===== src/rtl/smts_pkg.sv =====
// ----------------------------------------------------------------------------
// smts_pkg: shared types, constants and helpers
// Number format, CORDIC arctangent table, item and result records, rounding
// and saturation used by the sensor-measurement-to-state pipeline.
// ----------------------------------------------------------------------------
package smts_pkg;

	// Field width; every field is two's complement with 16 fraction bits.
	localparam int DATA_WIDTH = 32;
	// One micro-rotation per stage.
	localparam int CORDIC_STAGES = 16;
	// Extra fraction bits carried by the CORDIC x/y datapath.
	localparam int GUARD = 61 - DATA_WIDTH;
	// Width of the CORDIC x/y datapath.
	localparam int XW = 64;
	// Width of the gain constant and of one multiplier operand.
	localparam int KW = 32;
	// Angle accumulator: holds a folded bearing plus the table sum.
	localparam int ZW = ((DATA_WIDTH > 20) ? DATA_WIDTH : 20) + 2;

	// CORDIC gain correction, 0.60725293... in 0.32 format.
	localparam logic [KW-1:0] GAIN_K = 32'h9B74EDA8;

	localparam logic signed [ZW-1:0] PI_Q      = ZW'(205887);
	localparam logic signed [ZW-1:0] HALF_PI_Q = ZW'(102944);

	localparam logic signed [XW-1:0] FMAX_X =
		{{(XW-DATA_WIDTH+1){1'b0}}, {(DATA_WIDTH-1){1'b1}}};
	localparam logic signed [XW-1:0] FMIN_X =
		{{(XW-DATA_WIDTH+1){1'b1}}, {(DATA_WIDTH-1){1'b0}}};
	localparam logic signed [ZW-1:0] FMAX_Z =
		{{(ZW-DATA_WIDTH+1){1'b0}}, {(DATA_WIDTH-1){1'b1}}};
	localparam logic signed [ZW-1:0] FMIN_Z =
		{{(ZW-DATA_WIDTH+1){1'b1}}, {(DATA_WIDTH-1){1'b0}}};

	typedef enum logic [1:0] {
		KIND_LIDAR = 2'd0,
		KIND_RADAR = 2'd1,
		KIND_FULL  = 2'd2,
		KIND_TRUTH = 2'd3
	} kind_t;

	// One measurement on its way through the pipeline.
	typedef struct packed {
		kind_t                 kind;
		logic                  flip;  // negate x after the gain multiply
		logic                  zero;  // truth item with zero velocity
		logic [XW-1:0]         x;
		logic [XW-1:0]         y;
		logic [ZW-1:0]         z;
		logic [DATA_WIDTH-1:0] a;
		logic [DATA_WIDTH-1:0] b;
		logic [DATA_WIDTH-1:0] c;
		logic [DATA_WIDTH-1:0] d;
		logic [DATA_WIDTH-1:0] e;
	} item_t;

	typedef struct packed {
		logic [DATA_WIDTH-1:0] pos_x;
		logic [DATA_WIDTH-1:0] pos_y;
		logic [DATA_WIDTH-1:0] speed;
		logic [DATA_WIDTH-1:0] heading;
		logic [DATA_WIDTH-1:0] yaw_rate;
	} result_t;

	// round(atan(2^-i) * 2^16); zero from i = 17 on.
	function automatic logic [15:0] atan_q(input int i);
		case (i)
			0:       return 16'd51472;
			1:       return 16'd30386;
			2:       return 16'd16055;
			3:       return 16'd8150;
			4:       return 16'd4091;
			5:       return 16'd2047;
			6:       return 16'd1024;
			7:       return 16'd512;
			8:       return 16'd256;
			9:       return 16'd128;
			10:      return 16'd64;
			11:      return 16'd32;
			12:      return 16'd16;
			13:      return 16'd8;
			14:      return 16'd4;
			15:      return 16'd2;
			16:      return 16'd1;
			default: return 16'd0;
		endcase
	endfunction

	function automatic logic [DATA_WIDTH-1:0] sat_x(input logic signed [XW-1:0] r);
		if (r > FMAX_X)
			return FMAX_X[DATA_WIDTH-1:0];
		else if (r < FMIN_X)
			return FMIN_X[DATA_WIDTH-1:0];
		else
			return r[DATA_WIDTH-1:0];
	endfunction

	function automatic logic [DATA_WIDTH-1:0] sat_z(input logic signed [ZW-1:0] r);
		if (r > FMAX_Z)
			return FMAX_Z[DATA_WIDTH-1:0];
		else if (r < FMIN_Z)
			return FMIN_Z[DATA_WIDTH-1:0];
		else
			return r[DATA_WIDTH-1:0];
	endfunction

	// Round half up from GUARD extra fraction bits, then saturate.
	function automatic logic [DATA_WIDTH-1:0] round_out(input logic [XW-1:0] v);
		logic [XW-1:0]        t;
		logic signed [XW-1:0] r;
		t = v + (XW'(1) << (GUARD - 1));
		r = $signed(t) >>> GUARD;
		return sat_x(r);
	endfunction

endpackage


===== src/rtl/smts_gain.sv =====
// ----------------------------------------------------------------------------
// smts_gain: CORDIC gain correction
// Four stages: magnitude, two 32x32 partial products, sum, sign restore.
// Items without gain_en pass through unchanged.
// ----------------------------------------------------------------------------
module smts_gain import smts_pkg::*; (
	input  logic  clk,
	input  logic  arst_n,
	input  logic  adv,
	input  logic  in_valid,
	input  item_t in_item,
	input  logic  gain_en,
	output logic  out_valid,
	output item_t out_item
);

	logic valid_s1, valid_s2, valid_s3, valid_s4;
	logic en_s1, en_s2, en_s3;
	logic neg_s1, neg_s2, neg_s3;
	item_t item_s1, item_s2, item_s3, item_s4;
	logic [XW-1:0] mag_s1;
	logic [XW-1:0] pph_s2;
	logic [KW-1:0] ppl_s2;
	logic [XW-1:0] sum_s3;

	logic          x_neg;
	logic [XW-1:0] lo_prod;
	item_t         fin;

	assign x_neg   = in_item.x[XW-1];
	assign lo_prod = XW'(mag_s1[KW-1:0]) * XW'(GAIN_K);

	always_comb begin
		fin = item_s3;
		if (en_s3) begin
			fin.x    = neg_s3 ? -sum_s3 : sum_s3;
			fin.flip = 1'b0;
		end
	end

	always_ff @(posedge clk or negedge arst_n) begin
		if (!arst_n) begin
			valid_s1 <= 1'b0;
			valid_s2 <= 1'b0;
			valid_s3 <= 1'b0;
			valid_s4 <= 1'b0;
		end else if (adv) begin
			valid_s1 <= in_valid;
			valid_s2 <= valid_s1;
			valid_s3 <= valid_s2;
			valid_s4 <= valid_s3;
		end
	end

	always_ff @(posedge clk) begin
		if (adv) begin
			// stage 1: magnitude, final sign
			item_s1 <= in_item;
			en_s1   <= gain_en;
			neg_s1  <= x_neg ^ in_item.flip;
			mag_s1  <= x_neg ? -in_item.x : in_item.x;
			// stage 2: partial products, keep top half of the low one
			item_s2 <= item_s1;
			en_s2   <= en_s1;
			neg_s2  <= neg_s1;
			pph_s2  <= XW'(mag_s1[XW-1:KW]) * XW'(GAIN_K);
			ppl_s2  <= lo_prod[XW-1:KW];
			// stage 3: sum
			item_s3 <= item_s2;
			en_s3   <= en_s2;
			neg_s3  <= neg_s2;
			sum_s3  <= pph_s2 + XW'(ppl_s2);
			// stage 4: restore sign
			item_s4 <= fin;
		end
	end

	assign out_valid = valid_s4;
	assign out_item  = item_s4;

endmodule


===== config.mk =====
export PLATFORM = sky130hd
export DESIGN_NAME = smts_gain
export DESIGN_NICKNAME = d
export VERILOG_FILES = /design/src/rtl/smts_pkg.sv /design/src/rtl/smts_gain.sv
export SDC_FILE = /design/constraint.sdc
export NUM_CORES = 2
export LEC_CHECK = 0
export ABC_AREA = 1
export BUFFER_PORTS_ARGS = -buffer_cell sky130_fd_sc_hd__buf_2
export CORE_AREA = 2 2 542 329
export DETAILED_ROUTE_END_ITERATION = 12
export DIE_AREA = 0 0 544 331
export PLACE_DENSITY = 0.7
export SYNTH_ARGS = -nofsm -noshare
export SYNTH_HDL_FRONTEND = slang
export SYNTH_SLANG_ARGS = --single-unit

===== constraint.sdc =====
create_clock -name clk -period 9.7 [get_ports clk]
set_input_delay 0 -clock clk [delete_from_list [all_inputs] [get_ports clk]]
set_output_delay 0 -clock clk [all_outputs]
set_load 0.05 [all_outputs]

# --- Word-level counts from Yosys, hierarchy flattened ---
# Index checks and enable logic that the tools add are counted.
op_classes:
  n_addsub: 3
  muxes: 3
  mul: 2
  bitwise: 1
op_table:
  columns: ["operator", "count"]
  rows:
  - ["$mux 64", 2]
  - ["$neg 64->64", 2]
  - ["$mul 32x29->61 const B", 2]
  - ["$add 64x32->64", 1]
  - ["$mux 63", 1]
  - ["$xor 1x1->1", 1]
totals:
  reg_bits: 1535
  out_inout_bits: 327
  word_cells: 68
  input_bits: 331

# --- Logic depth before layout (Yosys ltp) ---
depth:
  depth_word: 3
  mapped_depth: 29
  mapped_depth_nobuf: 29

# --- Worst setup path after synthesis ---
# No wires, ideal clock.
synth_path:
  path_type: "reg-to-reg"
  startpoint: "reg mag_s1[14]"
  endpoint: "reg ppl_s2[30] (data pin)"
  stages_incl_launch_ff: 24
  n_path_buf: 0
  t_arrival_ns: 5.916
  required_time_ns: 9.448
  slack_ns: 3.532
  path_cell_list: "edfxtp_1 inv_1 fa_1 fa_1 inv_1 fa_1 inv_1 fa_1 inv_1 fa_1 fa_1 fa_1 inv_1 fa_1 inv_1 ha_1 nand2_1 nor2_1 nand2_1 nor3_1 and2_1 nand2_1 nand3_1 nand2_1"
synth_via:
  elab_chain_cells: 1
synth_lines:
  columns: ["item", "line", "text"]
  rows:
  - ["start: declaration", "smts_gain.sv:21", "logic [XW-1:0] mag_s1;"]
  - ["start signal: assignment", "smts_gain.sv:61", "mag_s1 <= x_neg ? -in_item.x : in_item.x;"]
  - ["$mul 32x29->61", "smts_gain.sv:31", "assign lo_prod = XW'(mag_s1[KW-1:0]) * XW'(GAIN_K);"]
  - ["named net lo_prod[62]", "smts_gain.sv:27", "logic [XW-1:0] lo_prod;"]
  - ["end signal: assignment", "smts_gain.sv:67", "ppl_s2 <= lo_prod[XW-1:KW];"]
  - ["end: declaration", "smts_gain.sv:23", "logic [KW-1:0] ppl_s2;"]
# The timed path passes the listed nets, and every way through them passes these cells.
# A chain may end at the register's enable or synchronous reset.

# --- Worst setup path in the final report ---
layout_path:
  startpoint: "reg mag_s1[14]"
  endpoint: "reg ppl_s2[15] (data pin)"
# The elaborated chain is that of the path after synthesis.

==> run_results.csv <==
group,metric,value,unit
global_routing,grt_pass1_wl,424,mm
global_routing,grt_max_degree,202,
clocking,cts_buffer_depth,4,
worst_setup_path,cp-start-kind,"flop",
routing,first_pass_iters,6,
logic_synthesis,ys_seq_elements,1534,
global_routing,grt_antenna_before_repair,27,
logic_synthesis,synth.most_common_cell,"inv_1",
logic_synthesis,postSynthCellCount,8555,
sta,fin_skew,0.0723,ns
clocking,htreeDepth,4,
floorplanning,initial_utilization,54.9,%
routing,postRouteAntennaNets,0,
global_routing,grt_pass1_vias,65182,
logic_synthesis,synth_area_leaders,"edfxtp_1 48%, fa_1 19%, ha_1 9.6%, inv_1 8.5%, nand2_1 6.8%",
routing,drt-initial-drc-count,6795,
sta,setup_viol_count_final,0,
sta,min_period_over_period,82.3,%
logic_synthesis,netlist_area,95900,um^2
sta,hold_viol_final,0,
placed_design,io_buffers,657,
final_layout,drive_above_1_share,9.31,%
sta,final.setup.tns,0,ns
sta,drv_slew,0,
worst_setup_path,critPathKind,"flop to flop",
final_layout,nets,11944,
final_layout,fin_area,113000,um^2
min_path,min_path_type,"input pin to flop",
clocking,clk_pin_slew_worst_paths,0.07,ns
placed_design,place_hpwl,232,mm
global_routing,grt_remaining_overflow,0,
routing,wl_per_cell,23.6,um
sta,hold_ws,0.0244,ns
placed_design,place_area,102000,um^2
clocking,clk_latency,0.82,ns
sta,rsz0062_at_grt,"no",
clocking,cts_root_buffer,"clkbuf_16",
global_routing,grtUsageTotal,32.9,%
logic_synthesis,syn-num-nets,10541,
run,cap_violations,0,
sta,timing.final.crit_period,7.98,ns
status,status,"complete, no violations",
clocking,cts-buffers-inserted,146,
logic_synthesis,avgSynthCellArea,11.2,um^2
routing,vias,64615,
worst_setup_path,critical_path_arrival,8.47,ns
logic_synthesis,yosys_warnings,0,
sta,slew_headroom,17.4,%
floorplanning,die_x,544,um
worst_setup_path,crit_path_end_kind,"flop",
floorplanning,core,175000,um^2
logic_synthesis,synth_seq_area_share,48.0,%
floorplanning,num_rows,119,
logic_synthesis,synth_ff_type,"edfxtp_1",
routing,drc,0,
logic_synthesis,synthTopCellsByCount,"2,181 x inv_1, 1,749 x nand2_1, 1,530 x edfxtp_1, 916 x fa_1, 739 x ha_1",
placed_design,routabilityCongestion,1.02,
sta,fmax,125,MHz
logic_synthesis,ys_types,46,
worst_setup_path,cp_max_fo,7,
min_path,hold_depth,2,
worst_setup_path,r2r_cells,22,
logic_synthesis,yosysTopAreaCellShare,47.9,%
floorplanning,die_y,331,um
routing,wl,294,mm
logic_synthesis,synth_top_area_cell,"edfxtp_1",
sta,tightest_slew,1.24,ns
clocking,cts_tree,"yes",
worst_setup_path,critPathRequiredTime,10.19,ns
routing,viasPerCell,5.20,
logic_synthesis,synth-edff-count,1530,
logic_synthesis,postSynth.asyncResetShare,0.261,%
clocking,cts_resized,0,
floorplanning,ios,658,
final_layout,area_growth_syn_to_layout,17.7,%
final_layout,fillers,13499,
floorplanning,dieArea,180000,um^2
clocking,cts.sinks,1534,
==> cells by family (layout without fill, tap and decap cells) <==
family                   count (synthesis)  after routing  synth area share, %
AND/OR/NAND/NOR                       2744           2744                 11.7
flip-flops                            1534           1534                 48.0
buffers and inverters                 2216           3726                 8.69
other                                    0             10                    0
adder cells (fa/ha/maj)               1655           1655                 28.8
AO/OA/AOI/OAI                          266            266                 1.57
XOR/XNOR                               140            140                 1.28
==> metal layers <==
| metal | wire length (um) | part of all wire [%] | GRT usage (%) |
|---|---|---|---|
| met5 | 86 | 0.029 | 0 |
| met4 | 5810 | 2.0 | 6.63 |
| met3 | 41200 | 14 | 15.4 |
| met2 | 117000 | 40 | 44.3 |
| met1 | 130000 | 44 | 48.5 |
==> critical path, stage by stage, from the launching register on <==
cell	delay, ns
edfxtp_1	1.05
inv_1	0.47
fa_1	0.59
fa_1	0.53
inv_1	0.06
fa_1	0.49
inv_1	0.05
fa_1	0.55
inv_1	0.08
fa_1	0.51
fa_1	0.43
fa_1	0.49
inv_1	0.05
fa_1	0.50
inv_1	0.07
ha_1	0.38
nand2_1	0.16
nor2_1	0.37
nand2_1	0.15
nor2_1	0.24
nand3_1	0.14
nand4_1	0.13
nand2_1	0.12
==> what timing repair did <==
item / in CTS / in global routing
endpoints found under the hold margin: 520 / 1
hold buffers: 592 / 1
buffers inserted: 0 / 0
==> sequential cells by signal (all words and copies together), names as in the netlist, 32 cells and up <==
signal	flops
item_s1	326
item_s2	326
out_item	326
fin	261
item_s3	65
sum_s3	64
mag_s1	63
pph_s2	61
ppl_s2	32
==> cell usage in the layout, fill, tap and decap left out, drive strengths merged <==
master       count
nand3b          13
a21boi           4
ha             739
nor3            44
nor2b            1
o21ai           81
nor4             5
clkinv          46
o31ai            3
nor2           531
and3             1
diode           10
or2              9
dfrtp            4
o21a             2
nand4           87
clkinvlp         8
buf            693
fa             916
edfxtp        1530
dlygate4sd3    593
xor2           117
nand2         1755
o21bai          38
bufinv          11
a21oi          123
clkbuf         178
and2             7
a21o             4
xnor2           23
inv           2197
a31oi           11
nand3          291
==> final cells by class <==
type,instances,area [um^2],share of cell area [%]
inverter,2185,8200,7.27
sequential,1534,46000,40.8
tap,2359,2950,2.62
multi-input combinational,4805,41500,36.8
clock buffer,178,3800,3.37
clock inverter,77,718,0.637
timing repair buffer,1286,9580,8.49
antenna,10,25.0,0.0222
==> metrics by stage <==
| step | instances | utilization [%] | worst slack, ns |
|---|---|---|---|
| 6_report | 12434 | 64.6 | 1.72 |
| 4_1_cts | 12423 | 64.6 | 1.94 |
| 3_3_place_gp | 11576 | 58.6 | 1.95 |
| 3_5_place_dp | 11576 | 58.6 | 2.00 |
| 5_1_grt | 12432 | 64.6 | 1.58 |
| 2_1_floorplan | 8555 | - | 3.53 |
==> path summary, 6_finish.rpt <==
check | start | end | slack (ns)
worst max-delay path | mag_s1[14] | ppl_s2[15] | 1.72
worst min-delay path | in_item[96] | item_s1[96] | 0.02
worst max register to register | mag_s1[14] | ppl_s2[15] | 1.72
worst min register to register | item_s1[136] | item_s2[136] | 0.38
min in group asynchronous | arst_n | valid_s1 | 0.11
max in group asynchronous | arst_n | valid_s2 | 9.41
Power is left out: the tool's default activity adds up to more than one toggle a clock period on the data nets, which glitch-free logic cannot reach.
