$ cat src/rtl/smts_pkg.sv
// ----------------------------------------------------------------------------
// smts_pkg: shared types, constants and helpers
// Number format, CORDIC arctangent table, item and result records, rounding
// and saturation used by the sensor-measurement-to-state pipeline.
// ----------------------------------------------------------------------------
package smts_pkg;

	// Field width; every field is two's complement with 16 fraction bits.
	localparam int DATA_WIDTH = 32;
	// One micro-rotation per stage.
	localparam int CORDIC_STAGES = 16;
	// Extra fraction bits carried by the CORDIC x/y datapath.
	localparam int GUARD = 61 - DATA_WIDTH;
	// Width of the CORDIC x/y datapath.
	localparam int XW = 64;
	// Width of the gain constant and of one multiplier operand.
	localparam int KW = 32;
	// Angle accumulator: holds a folded bearing plus the table sum.
	localparam int ZW = ((DATA_WIDTH > 20) ? DATA_WIDTH : 20) + 2;

	// CORDIC gain correction, 0.60725293... in 0.32 format.
	localparam logic [KW-1:0] GAIN_K = 32'h9B74EDA8;

	localparam logic signed [ZW-1:0] PI_Q      = ZW'(205887);
	localparam logic signed [ZW-1:0] HALF_PI_Q = ZW'(102944);

	localparam logic signed [XW-1:0] FMAX_X =
		{{(XW-DATA_WIDTH+1){1'b0}}, {(DATA_WIDTH-1){1'b1}}};
	localparam logic signed [XW-1:0] FMIN_X =
		{{(XW-DATA_WIDTH+1){1'b1}}, {(DATA_WIDTH-1){1'b0}}};
	localparam logic signed [ZW-1:0] FMAX_Z =
		{{(ZW-DATA_WIDTH+1){1'b0}}, {(DATA_WIDTH-1){1'b1}}};
	localparam logic signed [ZW-1:0] FMIN_Z =
		{{(ZW-DATA_WIDTH+1){1'b1}}, {(DATA_WIDTH-1){1'b0}}};

	typedef enum logic [1:0] {
		KIND_LIDAR = 2'd0,
		KIND_RADAR = 2'd1,
		KIND_FULL  = 2'd2,
		KIND_TRUTH = 2'd3
	} kind_t;

	// One measurement on its way through the pipeline.
	typedef struct packed {
		kind_t                 kind;
		logic                  flip;  // negate x after the gain multiply
		logic                  zero;  // truth item with zero velocity
		logic [XW-1:0]         x;
		logic [XW-1:0]         y;
		logic [ZW-1:0]         z;
		logic [DATA_WIDTH-1:0] a;
		logic [DATA_WIDTH-1:0] b;
		logic [DATA_WIDTH-1:0] c;
		logic [DATA_WIDTH-1:0] d;
		logic [DATA_WIDTH-1:0] e;
	} item_t;

	typedef struct packed {
		logic [DATA_WIDTH-1:0] pos_x;
		logic [DATA_WIDTH-1:0] pos_y;
		logic [DATA_WIDTH-1:0] speed;
		logic [DATA_WIDTH-1:0] heading;
		logic [DATA_WIDTH-1:0] yaw_rate;
	} result_t;

	// round(atan(2^-i) * 2^16); zero from i = 17 on.
	function automatic logic [15:0] atan_q(input int i);
		case (i)
			0:       return 16'd51472;
			1:       return 16'd30386;
			2:       return 16'd16055;
			3:       return 16'd8150;
			4:       return 16'd4091;
			5:       return 16'd2047;
			6:       return 16'd1024;
			7:       return 16'd512;
			8:       return 16'd256;
			9:       return 16'd128;
			10:      return 16'd64;
			11:      return 16'd32;
			12:      return 16'd16;
			13:      return 16'd8;
			14:      return 16'd4;
			15:      return 16'd2;
			16:      return 16'd1;
			default: return 16'd0;
		endcase
	endfunction

	function automatic logic [DATA_WIDTH-1:0] sat_x(input logic signed [XW-1:0] r);
		if (r > FMAX_X)
			return FMAX_X[DATA_WIDTH-1:0];
		else if (r < FMIN_X)
			return FMIN_X[DATA_WIDTH-1:0];
		else
			return r[DATA_WIDTH-1:0];
	endfunction

	function automatic logic [DATA_WIDTH-1:0] sat_z(input logic signed [ZW-1:0] r);
		if (r > FMAX_Z)
			return FMAX_Z[DATA_WIDTH-1:0];
		else if (r < FMIN_Z)
			return FMIN_Z[DATA_WIDTH-1:0];
		else
			return r[DATA_WIDTH-1:0];
	endfunction

	// Round half up from GUARD extra fraction bits, then saturate.
	function automatic logic [DATA_WIDTH-1:0] round_out(input logic [XW-1:0] v);
		logic [XW-1:0]        t;
		logic signed [XW-1:0] r;
		t = v + (XW'(1) << (GUARD - 1));
		r = $signed(t) >>> GUARD;
		return sat_x(r);
	endfunction

endpackage

$ cat src/rtl/smts_out.sv
// ----------------------------------------------------------------------------
// smts_out: result stage and output buffer
// Round, saturate and select the five fields per kind, then hold results in
// an output register backed by one skid entry.
// ----------------------------------------------------------------------------
module smts_out import smts_pkg::*; (
	input  logic    clk,
	input  logic    arst_n,
	input  logic    in_valid,
	input  item_t   in_item,
	output logic    adv,
	output logic    out_valid,
	input  logic    out_ready,
	output result_t out_res
);

	logic    valid_s1;
	result_t res_s1;
	result_t res;
	logic    out_v_q;
	result_t out_q;
	logic    skid_v_q;
	result_t skid_q;

	logic [DATA_WIDTH-1:0] rx;
	logic [DATA_WIDTH-1:0] ry;
	logic [DATA_WIDTH-1:0] hd;
	logic                  take;

	assign adv  = !skid_v_q;
	assign take = adv && valid_s1;

	always_comb begin
		rx  = round_out(in_item.x);
		ry  = round_out(in_item.y);
		hd  = sat_z($signed(in_item.z));
		res = '0;
		res.pos_x = in_item.a;
		res.pos_y = in_item.b;
		case (in_item.kind)
			KIND_RADAR: begin
				res.pos_x = rx;
				res.pos_y = ry;
			end
			KIND_FULL: begin
				res.speed    = in_item.c;
				res.heading  = in_item.d;
				res.yaw_rate = in_item.e;
			end
			KIND_TRUTH: begin
				// zero velocity: no direction, speed and heading stay zero
				if (!in_item.zero) begin
					res.speed   = rx;
					res.heading = hd;
				end
			end
			default: begin
				res.speed = '0;
			end
		endcase
	end

	always_ff @(posedge clk or negedge arst_n) begin
		if (!arst_n)
			valid_s1 <= 1'b0;
		else if (adv)
			valid_s1 <= in_valid;
	end

	always_ff @(posedge clk) begin
		if (adv)
			res_s1 <= res;
	end

	always_ff @(posedge clk or negedge arst_n) begin
		if (!arst_n) begin
			out_v_q  <= 1'b0;
			skid_v_q <= 1'b0;
		end else if (!out_v_q || out_ready) begin
			if (skid_v_q) begin
				out_v_q  <= 1'b1;
				skid_v_q <= 1'b0;
			end else begin
				out_v_q <= take;
			end
		end else if (take) begin
			skid_v_q <= 1'b1;
		end
	end

	always_ff @(posedge clk) begin
		if (!out_v_q || out_ready) begin
			if (skid_v_q)
				out_q <= skid_q;
			else if (take)
				out_q <= res_s1;
		end else if (take) begin
			skid_q <= res_s1;
		end
	end

	assign out_valid = out_v_q;
	assign out_res   = out_q;

endmodule
$ cat config.mk
export PLATFORM = sky130hd
export DESIGN_NAME = smts_out
export DESIGN_NICKNAME = d
export VERILOG_FILES = /design/src/rtl/smts_pkg.sv /design/src/rtl/smts_out.sv
export SDC_FILE = /design/constraint.sdc
export NUM_CORES = 1
export LEC_CHECK = 0
export BUFFER_PORTS_ARGS = -buffer_cell sky130_fd_sc_hd__buf_2
export CAP_MARGIN = 0
export CORE_ASPECT_RATIO = 2
export CORE_UTILIZATION = 40
export CTS_BUF_LIST = sky130_fd_sc_hd__clkbuf_8 sky130_fd_sc_hd__clkbuf_16
export DETAILED_ROUTE_END_ITERATION = 10
export SYNTH_ARGS = -nofsm -noshare
export SYNTH_HDL_FRONTEND = slang
export SYNTH_SLANG_ARGS = --single-unit
$ cat constraint.sdc
create_clock -name clk -period 14.5 [get_ports clk]
set_input_delay 1.45 -clock clk [delete_from_list [all_inputs] [get_ports clk]]
set_output_delay 1.45 -clock clk [all_outputs]
set_load 0.05 [all_outputs]
== Yosys cells after proc, flatten, opt, wreduce, memory -nomap -nowiden ==
Cells that the tools add are included.
Cells by class
  magnitude comparators: 6
  $add $sub $neg: 2
  equality and inequality tests: 3
  reductions and logical operators: 8
  multiplexer cells: 15
  bitwise operators: 1
Operators by type and width (count)
  $mux 160: 2
  $mux 32: 6
  $add 64x29->64 const B: 2
  $mux 64: 2
  $pmux 32 s2: 2
  $gt 35x32->1 const B: 2
  $lt 35x32->1 const B: 2
  $gt 34x32->1 const B: 1
  $lt 34x32->1 const B: 1
  $eq 2x2->1 const B: 2
  $reduce_and 2->1: 2
  $reduce_bool 2->1: 2
  $mux 1: 3
  $eq 2x1->1 const B: 1
  $logic_not 1->1: 2
  $logic_and 1x1->1: 1
  $logic_or 1x1->1: 1
  $not 1->1: 1
Storage, ports and cells
  input bits: 330
  logic and storage cells: 53
  output and inout port bits: 162
  register bits: 483

== Longest topological paths before layout ==
  depth after elaboration: 6
  depth in mapped cells: 10
  depth with buffers taken out: 8

== Worst setup path after synthesis ==
Ideal clock, no wire load.
  kind: input -> register
  start point: in out_ready
  end point: reg skid_q[0] (netlist bit), enable pin
  slack: 308 ps
  stages on the path: 2
  arrival: 13284 ps
  data required time: 13591 ps
  setup time: 909 ps
  buffers on the path: 0
  cell sequence: nand2b_1 -> nor3b_1
On the way
  word-level cells in the longest chain between the ends: 3
Ends and longest elaborated chain
  from (decl): line smts_out.sv:13  | input logic out_ready,
  $logic_or 1x1->1: line smts_out.sv:92  | if (!out_v_q || out_ready) begin
  $not 1->1 (no source line)
  $reduce_and 2->1 (no source line)
  to (signal assigned): line smts_out.sv:98  | skid_q <= res_s1;
  to (decl): line smts_out.sv:23  | result_t skid_q;
Every way passes these cells.
A chain may end at the register's enable or synchronous reset.

==> impl.org <==
** Synthesis
- Synth cell types :: 48
- Counting every net in the synthesized netlist gives 1687.
- Cell count after synthesis :: about 1400
- Synthesis warning total :: 0
- Measured against the total synthesized area, the mux share comes to 0.0892.
- The compound-cell area share of the yosys netlist came to 0.0630.
- The mapped netlist covers 20300 µm².
- Main synth FF type :: sky130_fd_sc_hd__edfxtp_1
- Share of flip-flops with an asynchronous set or reset after synthesis :: 0.00621
- Synthesized-area fraction occupied by adder cells :: 0.00123
- Largest family of logic cells by synthesized area :: simple AND/OR/NAND/NOR gates
- Yosys mapped a number of flops with a built-in enable equal to 480.
- For this run, the register share of the synthesized area comes to 0.713.
- Flip-flop and latch count after synthesis :: 483
- Post-synthesis share of cell area spent on and, or, nand and nor gates :: 0.0901
- Of the total synthesized cell area, the portion taken by XOR and XNOR cells is 0.0263.
- A synthesized cell averages 15.0 µm².

** Finish
- Once layout is done, the placed cells without fillers occupy roughly 25000 µm².
- Share of layout cells above drive strength 1 :: 0.403
- Area growth from synthesis to layout :: 21.9%
- Filler Cells Inserted :: 4358
- The library cell used most frequently in the layout, excluding fill and tap cells, is sky130_fd_sc_hd__edfxtp_1.
- Highest-count cells in the layout ignoring fill and taps :: 480 x sky130_fd_sc_hd__edfxtp_1, 434 x sky130_fd_sc_hd__buf_2, 161 x sky130_fd_sc_hd__mux2_2, 124 x sky130_fd_sc_hd__nand2_1, 115 x sky130_fd_sc_hd__nor2_1
- Summing all multi-input logic gate instances after layout gives between 5000 and 6000 µm².
- Across the whole layout, storage elements account for 14500 µm².
- For this run, the post-layout net count is 2114.

** STA
- After routing, the total negative slack on setup checks comes to 0 ns.
- Dividing the final minimum period by the clock period gives 0.301.
- Setup-failing EPs final :: 0
- Transition time at the pin with the least slew margin :: between 1 and 1.5 ns
- Unrepaired setup endpoints after global routing :: no
- The final number of max-transition violations came to 0.
- Static timing analysis puts the maximum clock frequency at between 200 and 250 MHz.
- Slew Limit Headroom :: 0.246
- On the final layout, the worst clock skew is between 0.02 and 0.025 ns.
- Final Hold Fails :: 0
- Hold is met by around 0.44 ns.
- Min Clock Period, post-route :: 4.37 ns

** Die
- The die covers 51800 µm².
- The core region is roughly 50000 µm².
- The die is 161 µm wide.
- 492 I/O pins were placed.
- Y dimension of the die :: 321 µm
- For this configuration, the core starts out at a cell density of 0.406.
- Row generation in the floorplan step produced 116 rows.

** Clock network
- Clock Pin Slew Worst Setup and Hold Paths :: around 0.060 ns
- CTS built an H-tree with a depth of 2.
- Post-CTS setup-driven buffer insertion count :: 0
- Worst-skew pair later-pin latency :: 0.57 ns
- Number of gates given a new drive strength after cts :: 0
- Buffers inserted during clock tree synthesis total 45.
- Clk sink count :: about 480
- Clock Tree Root :: sky130_fd_sc_hd__clkbuf_16
- Counting along the longest clock path gives a buffer depth of 3.
- Number of hold buffers added after CTS :: 0
- CTS tree :: done

** Critical path
- At the worst endpoint, the arrival time is 4.62 ns.
- Required time of the worst setup path :: 14.75 ns
- STA classifies the critical path endpoint as a flip-flop.
- The critical path is of the in -> reg type.
- Largest fanout on the critical path :: 32
- The worst setup path is launched from a primary input.

** Placed design
- Instance area after placement :: roughly 23000 µm²
- Summed over all nets, the half-perimeter wirelength after detailed placement is approximately 39000 µm.
- Global placer's final weighted congestion :: roughly 0.88
- Port buffer count :: 434

** GRT
- Initial antenna violation count :: 19
- The number of global-route vias before repair was approximately 13000.
- Across every metal layer, demand over resource in global routing totals 0.212.
- The first global-routing pass estimated 81100 µm of wire.
- Maximum number of pins on one net before global-route repair :: between 150 and 200
- Total congestion overflow after global routing :: 0

** Route
- The routed design has approximately 55000 µm of wire.
- Final antenna-violating net count :: 0
- First-iteration detailed-routing DRC count :: around 900
- Total via count after detailed routing :: about 13000
- Detailed Routing Iterations Pass 1 :: 5
- Remaining routing DRC violations :: 0
- After detailed routing, the number of vias per cell comes to 5.16.
- In the final routed layout, each cell accounts on average for around 22 µm.

** Power
- In this run the static leakage power is 9.48 nW.
- The worst-case IR drop observed on VDD is 0.114 mV.
- Total power divided by cell area :: 153 nW/µm²

** Job
- # Max-Cap Violations :: 0

** Min path
- The tightest min-delay check is of the reg -> reg type.

** Outcome
- Run status :: complete, no violations
flip-flops by register name (all words and copies together), names as in the netlist:
register,count
res_s1,160
out_valid,1
skid_q,160
out_res,160
skid_v_q,1
valid_s1,1
cells by family after synthesis:
kind of cell               count (synthesis)
DFF                                      483
xor gates and xnor gates                  61
and+or+nand+nor                          391
AOI/OAI and AO/OA                        175
muxes                                    161
adders and majority gates                  2
buffers and inverters                     82
power breakdown:
group | internal (mW) | switching [mW] | total [mW]
clock network | 0.708 | 0.518 | 1.23
logic | 0.193 | 0.515 | 0.708
registers | 1.80 | 0.0674 | 1.86
total | 2.70 | 1.10 | 3.80
stage by stage:
step,setup slack (ns),instances,utilization,total power [mW]
2_1_floorplan,0.308,1355,-,2.41
3_3_place_gp,9.60,2384,0.464,2.60
3_5_place_dp,9.52,2384,0.464,2.61
4_1_cts,10.11,2466,0.494,3.85
5_1_grt,9.89,2470,0.494,3.94
6_report,10.13,2483,0.495,3.80
worst max-delay path, cell delays in order:
cell	delay [ns]
sky130_fd_sc_hd__buf_2	0.13
sky130_fd_sc_hd__nand3_1	0.23
sky130_fd_sc_hd__nor3_1	0.60
sky130_fd_sc_hd__nand4_1	0.39
sky130_fd_sc_hd__o31ai_4	0.26
sky130_fd_sc_hd__buf_4	0.36
sky130_fd_sc_hd__a311oi_1	0.14
sky130_fd_sc_hd__nand2_1	0.85
sky130_fd_sc_hd__nand3_1	0.17
layout make-up:
class                      count  area share
sequential                   483       0.585
multi-input combinational    790       0.223
timing repair buffer         453      0.0944
clock buffer                  47      0.0470
tap                          649      0.0328
clock inverter                35      0.0144
antenna                       17     0.00172
inverter                       9     0.00157
final timing paths:
kind | to | cells after the start | slack (ns) | startpoint
max in group asynchronous | skid_v_q | 1 | 13.71 | arst_n
min in group asynchronous | out_valid | 1 | 0.67 | arst_n
setup / recovery | res_s1[132] | 9 | 10.13 | in_item[291]
hold / removal | skid_q[153] | 0 | 0.44 | res_s1[153]
hold reg to reg | skid_q[153] | 0 | 0.44 | res_s1[153]
setup reg to reg | out_res[75] | 3 | 11.73 | skid_v_q
synthesized netlist by cell type (4+ instances only):
master | number | share of area
sky130_fd_sc_hd__edfxtp_1 | 480 | 0.71
sky130_fd_sc_hd__mux2_2 | 161 | 0.089
sky130_fd_sc_hd__nand2_1 | 124 | 0.023
sky130_fd_sc_hd__nor2_1 | 116 | 0.021
sky130_fd_sc_hd__clkbuf_1 | 64 | 0.012
sky130_fd_sc_hd__a22oi_1 | 57 | 0.021
sky130_fd_sc_hd__o21ai_0 | 37 | 0.0091
sky130_fd_sc_hd__and2_1 | 32 | 0.0099
sky130_fd_sc_hd__a21oi_2 | 31 | 0.013
sky130_fd_sc_hd__nand3_1 | 31 | 0.0076
sky130_fd_sc_hd__xnor2_1 | 31 | 0.013
sky130_fd_sc_hd__xor2_1 | 30 | 0.013
sky130_fd_sc_hd__o211ai_1 | 27 | 0.010
sky130_fd_sc_hd__nand4_1 | 26 | 0.0080
sky130_fd_sc_hd__nor3_1 | 17 | 0.0042
sky130_fd_sc_hd__and3_1 | 13 | 0.0040
sky130_fd_sc_hd__inv_1 | 8 | 0.0015
sky130_fd_sc_hd__a21oi_1 | 6 | 0.0015
sky130_fd_sc_hd__and4_1 | 5 | 0.0022
sky130_fd_sc_hd__buf_6 | 5 | 0.0028
sky130_fd_sc_hd__a211o_1 | 4 | 0.0017
sky130_fd_sc_hd__buf_2 | 4 | 0.00099
sky130_fd_sc_hd__nor4_1 | 4 | 0.0012
sky130_fd_sc_hd__or3_1 | 4 | 0.0012
metal layers:
layer | global-route usage | wire length [µm] | vias up
met2 | 0.379 | 28300 | 486
met3 | 0.0641 | 4800 | 90
met1 | 0.235 | 20300 | 6221
met4 | 0.0782 | 1830 | 14
li1 | - | - | 6007
met5 | 0 | 93 | -
No activity file was read; power rests on OpenSTA's default activity.
