[src/rtl/smts_pkg.sv]
// ----------------------------------------------------------------------------
// smts_pkg: shared types, constants and helpers
// Number format, CORDIC arctangent table, item and result records, rounding
// and saturation used by the sensor-measurement-to-state pipeline.
// ----------------------------------------------------------------------------
package smts_pkg;

	// Field width; every field is two's complement with 16 fraction bits.
	localparam int DATA_WIDTH = 32;
	// One micro-rotation per stage.
	localparam int CORDIC_STAGES = 16;
	// Extra fraction bits carried by the CORDIC x/y datapath.
	localparam int GUARD = 61 - DATA_WIDTH;
	// Width of the CORDIC x/y datapath.
	localparam int XW = 64;
	// Width of the gain constant and of one multiplier operand.
	localparam int KW = 32;
	// Angle accumulator: holds a folded bearing plus the table sum.
	localparam int ZW = ((DATA_WIDTH > 20) ? DATA_WIDTH : 20) + 2;

	// CORDIC gain correction, 0.60725293... in 0.32 format.
	localparam logic [KW-1:0] GAIN_K = 32'h9B74EDA8;

	localparam logic signed [ZW-1:0] PI_Q      = ZW'(205887);
	localparam logic signed [ZW-1:0] HALF_PI_Q = ZW'(102944);

	localparam logic signed [XW-1:0] FMAX_X =
		{{(XW-DATA_WIDTH+1){1'b0}}, {(DATA_WIDTH-1){1'b1}}};
	localparam logic signed [XW-1:0] FMIN_X =
		{{(XW-DATA_WIDTH+1){1'b1}}, {(DATA_WIDTH-1){1'b0}}};
	localparam logic signed [ZW-1:0] FMAX_Z =
		{{(ZW-DATA_WIDTH+1){1'b0}}, {(DATA_WIDTH-1){1'b1}}};
	localparam logic signed [ZW-1:0] FMIN_Z =
		{{(ZW-DATA_WIDTH+1){1'b1}}, {(DATA_WIDTH-1){1'b0}}};

	typedef enum logic [1:0] {
		KIND_LIDAR = 2'd0,
		KIND_RADAR = 2'd1,
		KIND_FULL  = 2'd2,
		KIND_TRUTH = 2'd3
	} kind_t;

	// One measurement on its way through the pipeline.
	typedef struct packed {
		kind_t                 kind;
		logic                  flip;  // negate x after the gain multiply
		logic                  zero;  // truth item with zero velocity
		logic [XW-1:0]         x;
		logic [XW-1:0]         y;
		logic [ZW-1:0]         z;
		logic [DATA_WIDTH-1:0] a;
		logic [DATA_WIDTH-1:0] b;
		logic [DATA_WIDTH-1:0] c;
		logic [DATA_WIDTH-1:0] d;
		logic [DATA_WIDTH-1:0] e;
	} item_t;

	typedef struct packed {
		logic [DATA_WIDTH-1:0] pos_x;
		logic [DATA_WIDTH-1:0] pos_y;
		logic [DATA_WIDTH-1:0] speed;
		logic [DATA_WIDTH-1:0] heading;
		logic [DATA_WIDTH-1:0] yaw_rate;
	} result_t;

	// round(atan(2^-i) * 2^16); zero from i = 17 on.
	function automatic logic [15:0] atan_q(input int i);
		case (i)
			0:       return 16'd51472;
			1:       return 16'd30386;
			2:       return 16'd16055;
			3:       return 16'd8150;
			4:       return 16'd4091;
			5:       return 16'd2047;
			6:       return 16'd1024;
			7:       return 16'd512;
			8:       return 16'd256;
			9:       return 16'd128;
			10:      return 16'd64;
			11:      return 16'd32;
			12:      return 16'd16;
			13:      return 16'd8;
			14:      return 16'd4;
			15:      return 16'd2;
			16:      return 16'd1;
			default: return 16'd0;
		endcase
	endfunction

	function automatic logic [DATA_WIDTH-1:0] sat_x(input logic signed [XW-1:0] r);
		if (r > FMAX_X)
			return FMAX_X[DATA_WIDTH-1:0];
		else if (r < FMIN_X)
			return FMIN_X[DATA_WIDTH-1:0];
		else
			return r[DATA_WIDTH-1:0];
	endfunction

	function automatic logic [DATA_WIDTH-1:0] sat_z(input logic signed [ZW-1:0] r);
		if (r > FMAX_Z)
			return FMAX_Z[DATA_WIDTH-1:0];
		else if (r < FMIN_Z)
			return FMIN_Z[DATA_WIDTH-1:0];
		else
			return r[DATA_WIDTH-1:0];
	endfunction

	// Round half up from GUARD extra fraction bits, then saturate.
	function automatic logic [DATA_WIDTH-1:0] round_out(input logic [XW-1:0] v);
		logic [XW-1:0]        t;
		logic signed [XW-1:0] r;
		t = v + (XW'(1) << (GUARD - 1));
		r = $signed(t) >>> GUARD;
		return sat_x(r);
	endfunction

endpackage

[src/rtl/smts_prep.sv]
// ----------------------------------------------------------------------------
// smts_prep: measurement decode stage
// Sets up the CORDIC operands: quadrant fold for radar bearings, half-plane
// fold and zero detect for truth velocities.
// ----------------------------------------------------------------------------
module smts_prep import smts_pkg::*; (
	input  logic                         clk,
	input  logic                         arst_n,
	input  logic                         adv,
	input  logic                         in_valid,
	input  logic [1:0]                   sensor_kind,
	input  logic signed [DATA_WIDTH-1:0] meas_a,
	input  logic signed [DATA_WIDTH-1:0] meas_b,
	input  logic signed [DATA_WIDTH-1:0] meas_c,
	input  logic signed [DATA_WIDTH-1:0] meas_d,
	input  logic signed [DATA_WIDTH-1:0] meas_e,
	output logic                         out_valid,
	output item_t                        out_item
);

	logic  valid_s1;
	item_t item_s1;
	item_t nxt;

	logic signed [ZW-1:0] phi;
	logic [XW-1:0]        rho_x;
	logic [XW-1:0]        vx_x;
	logic [XW-1:0]        vy_x;

	always_comb begin
		phi   = ZW'(meas_b);
		rho_x = XW'(meas_a) << GUARD;
		vx_x  = XW'(meas_c) << GUARD;
		vy_x  = XW'(meas_d) << GUARD;

		nxt      = '0;
		nxt.kind = kind_t'(sensor_kind);
		nxt.a    = meas_a;
		nxt.b    = meas_b;
		nxt.c    = meas_c;
		nxt.d    = meas_d;
		nxt.e    = meas_e;
		nxt.zero = (meas_c == '0) && (meas_d == '0);

		case (kind_t'(sensor_kind))
			KIND_RADAR: begin
				// fold the bearing into plus minus pi/2, negate x later
				nxt.x = rho_x;
				if (phi > HALF_PI_Q) begin
					nxt.z    = phi - PI_Q;
					nxt.flip = 1'b1;
				end else if (phi < -HALF_PI_Q) begin
					nxt.z    = phi + PI_Q;
					nxt.flip = 1'b1;
				end else begin
					nxt.z = phi;
				end
			end
			KIND_TRUTH: begin
				// left half-plane: rotate by pi first
				if (meas_c[DATA_WIDTH-1]) begin
					nxt.x = -vx_x;
					nxt.y = -vy_x;
					nxt.z = meas_d[DATA_WIDTH-1] ? -PI_Q : PI_Q;
				end else begin
					nxt.x = vx_x;
					nxt.y = vy_x;
				end
			end
			default: begin
				nxt.x = '0;
			end
		endcase
	end

	always_ff @(posedge clk or negedge arst_n) begin
		if (!arst_n)
			valid_s1 <= 1'b0;
		else if (adv)
			valid_s1 <= in_valid;
	end

	always_ff @(posedge clk) begin
		if (adv)
			item_s1 <= nxt;
	end

	assign out_valid = valid_s1;
	assign out_item  = item_s1;

endmodule

[config.mk]
export PLATFORM = sky130hd
export DESIGN_NAME = smts_prep
export DESIGN_NICKNAME = d
export VERILOG_FILES = /design/src/rtl/smts_pkg.sv /design/src/rtl/smts_prep.sv
export SDC_FILE = /design/constraint.sdc
export NUM_CORES = 1
export LEC_CHECK = 0
export CELL_PAD_IN_SITES_DETAIL_PLACEMENT = 1
export CELL_PAD_IN_SITES_GLOBAL_PLACEMENT = 2
export CORE_MARGIN = 4
export CORE_UTILIZATION = 30
export DETAILED_ROUTE_END_ITERATION = 10
export DONT_BUFFER_PORTS = 1
export GPL_TIMING_DRIVEN = 0
export HOLD_SLACK_MARGIN = 0.08
export PLACE_DENSITY = 0.67
export SYNTH_ARGS = -nofsm -noshare
export SYNTH_HDL_FRONTEND = slang
export SYNTH_SLANG_ARGS = --single-unit
[constraint.sdc]
create_clock -name clk -period 1.2 [get_ports clk]
set_input_delay 0.24 -clock clk [delete_from_list [all_inputs] [get_ports clk]]
set_output_delay 0.24 -clock clk [all_outputs]
set_load 0.02 [all_outputs]
# --- Word-level counts from Yosys, hierarchy flattened ---
# Index checks and enable logic that the tools add are counted.
word_totals:
  register_bits: 327
  latch_bits: 0
  ram_bits: 0
  mem_bits_ro: 0
  inputBits: 166
  out_inout_bits: 327
  elab_cells: 34
  memories: 0
op_classes:
  n_addsub: 4
  n_mul: 0
  div: 0
  order_cmp: 2
  eq_ne: 2
  shifts: 0
  n_mux: 9
  bitwise_logic: 0
  reduce_logical: 4
ops:
  columns: ["operator", "count"]
  rows:
  - ["2-to-1 mux 34 bit", 4]
  - ["2-to-1 mux 128 bit", 1]
  - ["negation 64 bit", 2]
  - ["one-hot mux 64 bit (2 select lines)", 1]
  - ["one-hot mux 34 bit (2 select lines)", 1]
  - ["logical NOT 32 bit", 2]
  - ["adder 32 x 19 -> 33 bit, second input constant", 1]
  - ["subtractor 32 x 19 -> 33 bit, second input constant", 1]
  - ["> comparator 32 x 18 -> 1 bit, second input constant", 1]
  - ["less-than comparator 32 x 18 -> 1 bit, second input constant", 1]
  - ["equality test 2 x 1 -> 1 bit, second input constant", 1]
  - ["equality test 2 bit, second input constant", 1]
  - ["2-to-1 mux 1 bit", 2]
  - ["AND reduction 2 bit", 1]
  - ["logical AND 1 bit", 1]

# --- Logic depth before layout (Yosys ltp) ---
# Gate-level depths: netlist of run 1.
depth:
  ltp_word: 4
  depth_mapped: 10
  ltp_nobuf: 9

# --- Least setup slack after synthesis of run 1 ---
# OpenSTA, ideal clock, no wires.
synth_timing:
  path_kind: "input to register"
  start: "input port meas_b[1]"
  end: "register item_s1 (netlist bit out_item[187]), data pin"
  setup_ps: 136
  arrival_ps: 2269
  path_slack_ps: -1205
  path_stages: 9
  n_path_buf: 0
  cell_sequence: "inv_1 > ha_1 > or4b_1 > nor3_1 > a21oi_1 > a21oi_4 > mux2_1 > or4_1 > nand3_1"
synth_via:
  elab_chain_cells: 4
synth_lines:
  columns: ["element", "line_no", "text"]
  rows:
  - ["start, declared", "smts_prep.sv:13", "input logic signed [DATA_WIDTH-1:0] meas_b,"]
  - ["adder 32 x 19 -> 33 bit / less-than comparator 32 x 18 -> 1 bit (equally long branches)", "smts_prep.sv:53, smts_prep.sv:52", null]
  - ["2-to-1 mux 34 bit", "smts_prep.sv:52", "end else if (phi < -HALF_PI_Q) begin"]
  - ["2-to-1 mux 34 bit (*)", "smts_prep.sv:49", "if (phi > HALF_PI_Q) begin"]
  - ["one-hot mux 34 bit (2 select lines) (*)", "smts_prep.sv:45", "case (kind_t'(sensor_kind))"]
  - ["end signal, assigned", "smts_prep.sv:85", "item_s1 <= nxt;"]
  - ["end, declared", "smts_prep.sv:22", "item_t item_s1;"]
# Every way passes the cells marked *; elsewhere a longest branch is shown, timed or not.
# A chain may end at the register's enable or synchronous reset.

# --- Final worst setup path of run 1 ---
layout_timing:
  start: "input port meas_d[6]"
  end: "register item_s1 (netlist bit out_item[249]), data pin"
layout_via:
  elab_chain_cells: 2
layout_lines:
  columns: ["element", "line_no", "text"]
  rows:
  - ["start, declared", "smts_prep.sv:15", "input logic signed [DATA_WIDTH-1:0] meas_d,"]
  - ["negation 64 bit", "smts_prep.sv:63", "nxt.y = -vy_x;"]
  - ["2-to-1 mux 128 bit", "smts_prep.sv:61", "if (meas_c[DATA_WIDTH-1]) begin"]
# Every way passes these cells.

==> results of run 1 <==
## stage by stage
step / util [%] / hold slack (ps) / power [µW]
3_3_place_gp: 34.2 / -55.6 / 14400
3_5_place_dp: 34.2 / -55.6 / 14500
4_1_cts: 43.7 / -266 / 25300
2_1_floorplan: - / -55.6 / 13900
6_report: 44.9 / -225 / 25200
5_1_grt: 44.9 / -264 / 26200
## final cells by class
class | count | area, µm² | area share [%]
Sequential cell | 268 | 8040 | 44.8
Timing Repair Buffer | 230 | 2310 | 12.8
Buffer | 106 | 843 | 4.70
Multi-Input combinational cell | 593 | 4950 | 27.6
Inverter | 17 | 120 | 0.669
Antenna cell | 1 | 2.50 | 0.0139
Clock inverter | 20 | 251 | 1.40
Tap cell | 525 | 657 | 3.66
Clock buffer | 33 | 783 | 4.36
## critical path: cells and delay by family
family                 cells  cell delay, ps
AND/OR/NAND/NOR            4            1430
XOR/XNOR                   1             180
AO/OA/AOI/OAI              1             170
buffers and inverters      1             160
## synthesized netlist by cell type (3+ instances only)
cell	number
o21ai_1	55
edfxtp_1	267
o211a_1	5
o32ai_1	4
buf_2	12
o31ai_1	20
or3_4	4
or4_4	3
buf_4	60
nand2b_1	3
nand4_1	21
a211oi_1	13
a31oi_1	6
o31ai_2	6
or2_2	8
clkbuf_1	32
xor2_1	57
o21ai_0	12
ha_1	4
nor3_1	18
nand3_1	17
o211ai_1	3
mux2i_1	3
nand2_1	62
inv_1	16
nor2_1	68
nor4_2	3
or4_1	11
or3_1	20
nor4_1	7
o41ai_1	4
a21oi_1	14
o22ai_1	9
xnor2_1	27
and2_1	6
and3_1	5
## power groups by stage
stage	registers (µW)	logic (µW)	clock network (µW)
floorplan	12600	1310	0
global placement	12800	1620	0
detailed placement	12800	1630	0
CTS	12600	2580	10100
global route	12700	2920	10600
finish	12600	2730	9880
## how the worst min path moves through the flow
| stage | end | slack [ps] | startpoint |
|---|---|---|---|
| finish | out_item[121]$_DFFE_PP_ | -230 | meas_b[25] |
| global route | out_item[121]$_DFFE_PP_ | -260 | meas_b[25] |
| CTS | out_item[33]$_DFFE_PP_ | -270 | meas_d[1] |
| detailed placement | out_valid$_DFFE_PN0P_ | -60 | arst_n |
| global placement | out_valid$_DFFE_PN0P_ | -60 | arst_n |
| floorplan | out_valid$_DFFE_PN0P_ | -60 | arst_n |
## cell families after synthesis
logic type | count (synthesis)
flip-flops | 268
AND/OR/NAND/NOR | 265
AO/OA/AOI/OAI | 177
buffers and inverters | 124
XOR/XNOR | 84
multiplexers | 5
adder cells (fa/ha/maj) | 4
other | 1
## state kept, by name, summed over array words and instances, names as in the netlist
signal,cells
out_item,267
out_valid,1
## layer usage
metal | vias up | part of all wire, % | wire length, µm
met5 | - | 0.040 | 19
met3 | 85 | 6.8 | 3280
li1 | 4019 | - | -
met2 | 425 | 53 | 25300
met1 | 4583 | 37 | 17800
met4 | 2 | 3.2 | 1540
## what timing repair did
item                                   4_1_cts  5_1_grt
pin swaps                                   74       45
setup endpoints to repair                  360      358
setup buffers                               46       19
endpoints found under the hold margin      519      279
hold buffers                               162        3
cloned                                       3        0
gates resized for setup                    133       59
==> impl_metrics.json, run 1 <==
{
  "status": "complete, but fails checks",
  "violations": "hold timing, setup timing",
  "fin_nets": 1416,
  "setup_viol": 357,
  "p_comb_share_pct": 10.8,
  "finalWeightedCongestion": 0.813,
  "die_w_um": 210,
  "wl_um": 48000,
  "ys_types": 71,
  "die-area_um2": 44000,
  "setup_tns_ps": -67290,
  "mostFrequentLayoutCells": "edfxtp_1 (267), dlygate4sd3_1 (165), buf_4 (97), nor2_1 (61), conb_1 (58)",
  "r2r-start": "out_valid$_DFFE_PN0P_",
  "pin_count": 493,
  "slew_viol_final": 0,
  "p_int_uw": 18500,
  "reg2reg_depth": 1,
  "synth_compound_area_share_pct": 10.2,
  "synth_edf_count": 267,
  "area_growth_pct": 46.9,
  "maxCapViolations": 0,
  "slowest_stage": "or4_4",
  "synth_flop_cell": "edfxtp_1",
  "cpPeakStageDelay_ps": 530,
  "postPlaceCellArea_um2": 13700,
  "overflow": 0,
  "drcViolationCount": 0,
  "drive_above_1_share_pct": 30.9,
  "grt.met2_usage_pct": 37.5,
  "use_met1_pct": 23.8,
  "worst_slack_ps": -689,
  "netlist_area_um2": 12200,
  "r2r_end": "out_valid$_DFFE_PN0P_",
  "yosys.area.top_type": "edfxtp_1",
  "crit_type": "in2reg",
  "seqPwrFrac_pct": 50.1,
  "crit_top_cell": "or3_4",
  "finalHoldViolCount": 266,
  "postRouteAntennaNets": 0,
  "fillers": 4067,
  "synthXorXnorAreaFrac_pct": 6.02,
  "preCtsSetupSlack_ps": -1510,
  "grtUsageMet3_pct": 4.77,
  "switching_share_pct": 26.8,
  "worstSetupEndpoint": "out_item[249]$_SDFFCE_PN0P_",
  "antenna_found_initial": 2,
  "cp-end-kind": "register",
  "synthAdderAreaFrac_pct": 0.409,
  "worst-path-max-fanout": 5,
  "initial_core_util_pct": 30.6,
  "worstHoldPathType": "in2reg",
  "critical_path.cell_chain": "or4_4 > or3_4 > or3_4 > buf_4 > o31ai_4 > xor2_1 > nor2_1",
  "final_common_cell": "edfxtp_1",
  "cts_buffer_depth": 3,
  "hpwl_um": 30400,
  "synthSimpleGateAreaFrac_pct": 11.3,
  "fmax_ghz": 0.529,
  "design_area_um2": 18000,
  "fin_hold_ws_ps": -225,
  "ys_warn_count": 0,
  "fin_skew_ps": 0,
  "p_sw_uw": 6780,
  "synth_mux_area_share_pct": 0.430,
  "rows": 73,
  "cp.required_ps": 1500,
  "start_kind": "primary input",
  "portBuffers": 0,
  "drt-initial-drc-count": 545,
  "async_flop_share_pct": 0.373,
  "dr.pass1.iters": 5,
  "cp-startpoint": "meas_d[6]",
  "relSlewSlack_pct": 48.3,
  "instances_no_fill": 1793,
  "total_leakage_power_uw": 0.00650,
  "synth_top_family_by_area": "simple AND/OR/NAND/NOR gates",
  "viasPerCell": 5.08,
  "cts_sinks": 268,
  "clkLatencyLatePin_ps": 550,
  "grt_pass1_wl_um": 68300,
  "grt_max_degree": 269,
  "max_slew.worst_pin.slew_ps": 775,
  "place_inst": 1510,
  "die_h_um": 210,
  "grt_setup_unrepaired": "true",
  "fin_crit_ps": 1890,
  "yosysTopAreaCellShare_pct": 65.6,
  "synth_seq_cells": 268,
  "wl_per_cell_um": 26.7,
  "p_per_area_nw_per_um2": 1410,
  "postSynthCellCount": 928,
  "num_vias": 9114,
  "h-tree-depth": 1,
  "p_clk_share_pct": 39.1,
  "track_usage_pct": 20.5,
  "rrSetupSlack_ps": 340,
  "seq_area_frac_synth_pct": 65.8,
  "cts_inserted_buffers": 30,
  "min_path_cells": 0,
  "busiest_layer": "met2",
  "ctsRootBufferMaster": "clkbuf_16",
  "critPathArrivalTime_ps": 2190,
  "design.core.area_um2": 40000,
  "cts_tree": "built",
  "synthTopCellsByArea": "edfxtp_1 (66%), xor2_1 (4.1%), buf_4 (3.7%), o21ai_1 (2.3%), nor2_1 (2.1%)",
  "path_clk_slew_ps": 60,
  "grt_pass1_vias": 9697,
  "synth_area_per_cell_um2": 13.2,
  "ir_worst_vdd_mv": 1.11,
  "min_period_over_period_pct": 157
}
Note: power is estimated with default switching activity, not from simulation.
==> run 2, diff against run 1 <==
ABC_AREA = 1   (was unset)
GPL_ROUTABILITY_DRIVEN = 0   (was unset)
PLACE_DENSITY = 0.72   (was 0.67)
==> impl_metrics.json, run 2 <==
{
  "fillers": 5113,
  "grt_pass1_vias": 13601,
  "design.core.area_um2": 46700,
  "place_inst": 2277,
  "instances_no_fill": 2630,
  "die_h_um": 226,
  "grt_max_degree": 269,
  "ys_types": 45,
  "postSynthCellCount": 1613,
  "preCtsSetupSlack_ps": -1170,
  "final_common_cell": "nand2_1",
  "seqPwrFrac_pct": 48.3,
  "hpwl_um": 46100,
  "postRouteAntennaNets": 0,
  "die-area_um2": 50900,
  "grt_pass1_wl_um": 91500,
  "clkLatencyLatePin_ps": 580,
  "area_growth_pct": 52.2,
  "cts_inserted_buffers": 30,
  "fin_nets": 2166,
  "synth_edf_count": 267,
  "yosys.area.top_type": "edfxtp_1",
  "cpPeakStageDelay_ps": 540,
  "drt-initial-drc-count": 988,
  "portBuffers": 0,
  "num_vias": 13433,
  "cts_buffer_depth": 3,
  "synthTopCellsByArea": "edfxtp_1 (56%), nand2_1 (14%), nor2_1 (4.7%), nand3_1 (4.4%), buf_4 (3.2%)",
  "overflow": 0,
  "wl_um": 68500,
  "final_util_pct": 46.3,
  "p_sw_uw": 7920,
  "p_per_area_nw_per_um2": 1220,
  "rows": 79,
  "ys_warn_count": 0,
  "wl_per_cell_um": 26.1,
  "seq_area_frac_synth_pct": 56.6,
  "crit_family": "flip-flops",
  "setup_viol": 329,
  "slew_viol_final": 0,
  "finalHoldViolCount": 41,
  "pin_count": 493,
  "setup_tns_ps": -41010,
  "yosysMostFrequentCell": "nand2_1",
  "fmax_ghz": 0.641,
  "p_int_uw": 18400,
  "largest_reg_flops": 267,
  "ctsRootBufferMaster": "clkbuf_16",
  "p_comb_share_pct": 15.1,
  "drcViolationCount": 0,
  "critPathBufInv": 1,
  "yosysTopAreaCellShare_pct": 56.5,
  "dr.pass1.iters": 5,
  "cp-end-kind": "output port",
  "ir_worst_vdd_mv": 1.13,
  "switching_share_pct": 30.1,
  "worst_slack_ps": -361,
  "initial_core_util_pct": 30.4,
  "critPathArrivalTime_ps": 1320,
  "relSlewSlack_pct": 35.3,
  "async_flop_share_pct": 0.373,
  "h-tree-depth": 1,
  "grt_setup_unrepaired": "true",
  "total_leakage_power_uw": 0.00900,
  "cts_tree": "built",
  "postPlaceCellArea_um2": 15600,
  "fin_crit_ps": 1560,
  "critical_path.cell_chain": "buf_6",
  "antenna_found_initial": 2,
  "cts_sinks": 268,
  "worstHoldPathType": "in2reg",
  "fin_hold_ws_ps": -245,
  "min_period_over_period_pct": 130,
  "synth_seq_cells": 268,
  "synth_flop_cell": "edfxtp_1",
  "crit_type": "reg2out",
  "mostFrequentLayoutCells": "nand2_1 (355), edfxtp_1 (267), dlygate4sd3_1 (167), buf_4 (130), nor2_1 (110)",
  "netlist_area_um2": 14200,
  "max_slew.worst_pin.slew_ps": 971,
  "design_area_um2": 21600,
  "p_clk_share_pct": 36.6,
  "track_usage_pct": 24.2,
  "status": "complete, but fails checks",
  "cp.required_ps": 960,
  "worst-path-max-fanout": 2,
  "violations": "hold timing, setup timing",
  "fin_skew_ps": 0,
  "viasPerCell": 5.11,
  "maxCapViolations": 0,
  "drive_above_1_share_pct": 33.7,
  "yosys-top-cells-count": "nand2_1 (515), edfxtp_1 (267), nor2_1 (178)",
  "die_w_um": 226,
  "start_kind": "register",
  "synth_area_per_cell_um2": 8.80,
  "slowest_stage": "edfxtp_1",
  "path_clk_slew_ps": 60
}
## run 2: final cells by class
| type | instances | area, µm² | area share (%) |
|---|---|---|---|
| plain buffers | 109 | 1040 | 4.80 |
| inverters | 138 | 684 | 3.17 |
| clock inverters | 25 | 268 | 1.24 |
| clock buffers | 31 | 754 | 3.49 |
| repair buffers | 295 | 3050 | 14.1 |
| multi-input cells | 1154 | 7020 | 32.4 |
| diodes | 3 | 7.51 | 0.0347 |
| well taps | 607 | 759 | 3.51 |
| flip-flops and latches | 268 | 8040 | 37.2 |
## run 2: per-layer routing
| layer | track usage (%) | part of all wire, % | up-vias | wire length (µm) |
|---|---|---|---|---|
| met1 | 28.1 | 36 | 6620 | 24800 |
| met2 | 43.5 | 51 | 588 | 34900 |
| met5 | 0 | 0 | - | 0 |
| met4 | 9.60 | 5.3 | 0 | 3620 |
| met3 | 5.12 | 7.5 | 160 | 5120 |
| li1 | - | - | 6065 | - |
## run 2: cells by family after synthesis
kind of cell	Yosys count	share of synthesized area [%]
AND/OR/NAND/NOR	912	26.9
flip-flops	268	56.6
buffers and inverters	248	8.66
AO/OA/AOI/OAI	152	5.74
XOR/XNOR	27	1.67
adder cells (fa/ha/maj)	4	0.352
other	1	0.0264
multiplexers	1	0.0793
## run 2: worst paths after layout
kind	start	end	slack, ps	cells past startpoint
worst max-delay path	out_item[192]$_SDFFCE_PN0P_	out_item[193]	-360	1
min in group asynchronous	arst_n	out_valid$_DFFE_PN0P_	390	2
worst min-delay path	meas_c[2]	out_item[66]$_DFFE_PP_	-240	0
worst min register to register	out_valid$_DFFE_PN0P_	out_valid$_DFFE_PN0P_	620	1
worst max register to register	out_valid$_DFFE_PN0P_	out_valid$_DFFE_PN0P_	350	1
max in group asynchronous	arst_n	out_valid$_DFFE_PN0P_	690	2
## run 2: power by group through the flow
stage	Combinational [µW]	Clock (µW)	Sequential, µW
3_3_place_gp	2160	0	12800
5_1_grt	4250	10200	12700
4_1_cts	3310	9740	12700
6_report	3980	9640	12700
2_1_floorplan	1630	0	12600
3_5_place_dp	2190	0	12900
## run 2: stage by stage
| step | total power [µW] | hold slack (ps) |
|---|---|---|
| 2_1_floorplan | 14200 | -55.6 |
| 3_3_place_gp | 15000 | -55.5 |
| 3_5_place_dp | 15100 | -55.5 |
| 4_1_cts | 25700 | -295 |
| 5_1_grt | 27200 | -277 |
| 6_report | 26300 | -245 |
## run 2: repair_timing
action,4_1_cts,5_1_grt
buffers inserted,60,46
hold endpoints to repair,518,301
gates resized for setup,277,326
setup endpoints to repair,335,346
pin swaps,70,135
hold buffers,162,26
gates cloned,4,4
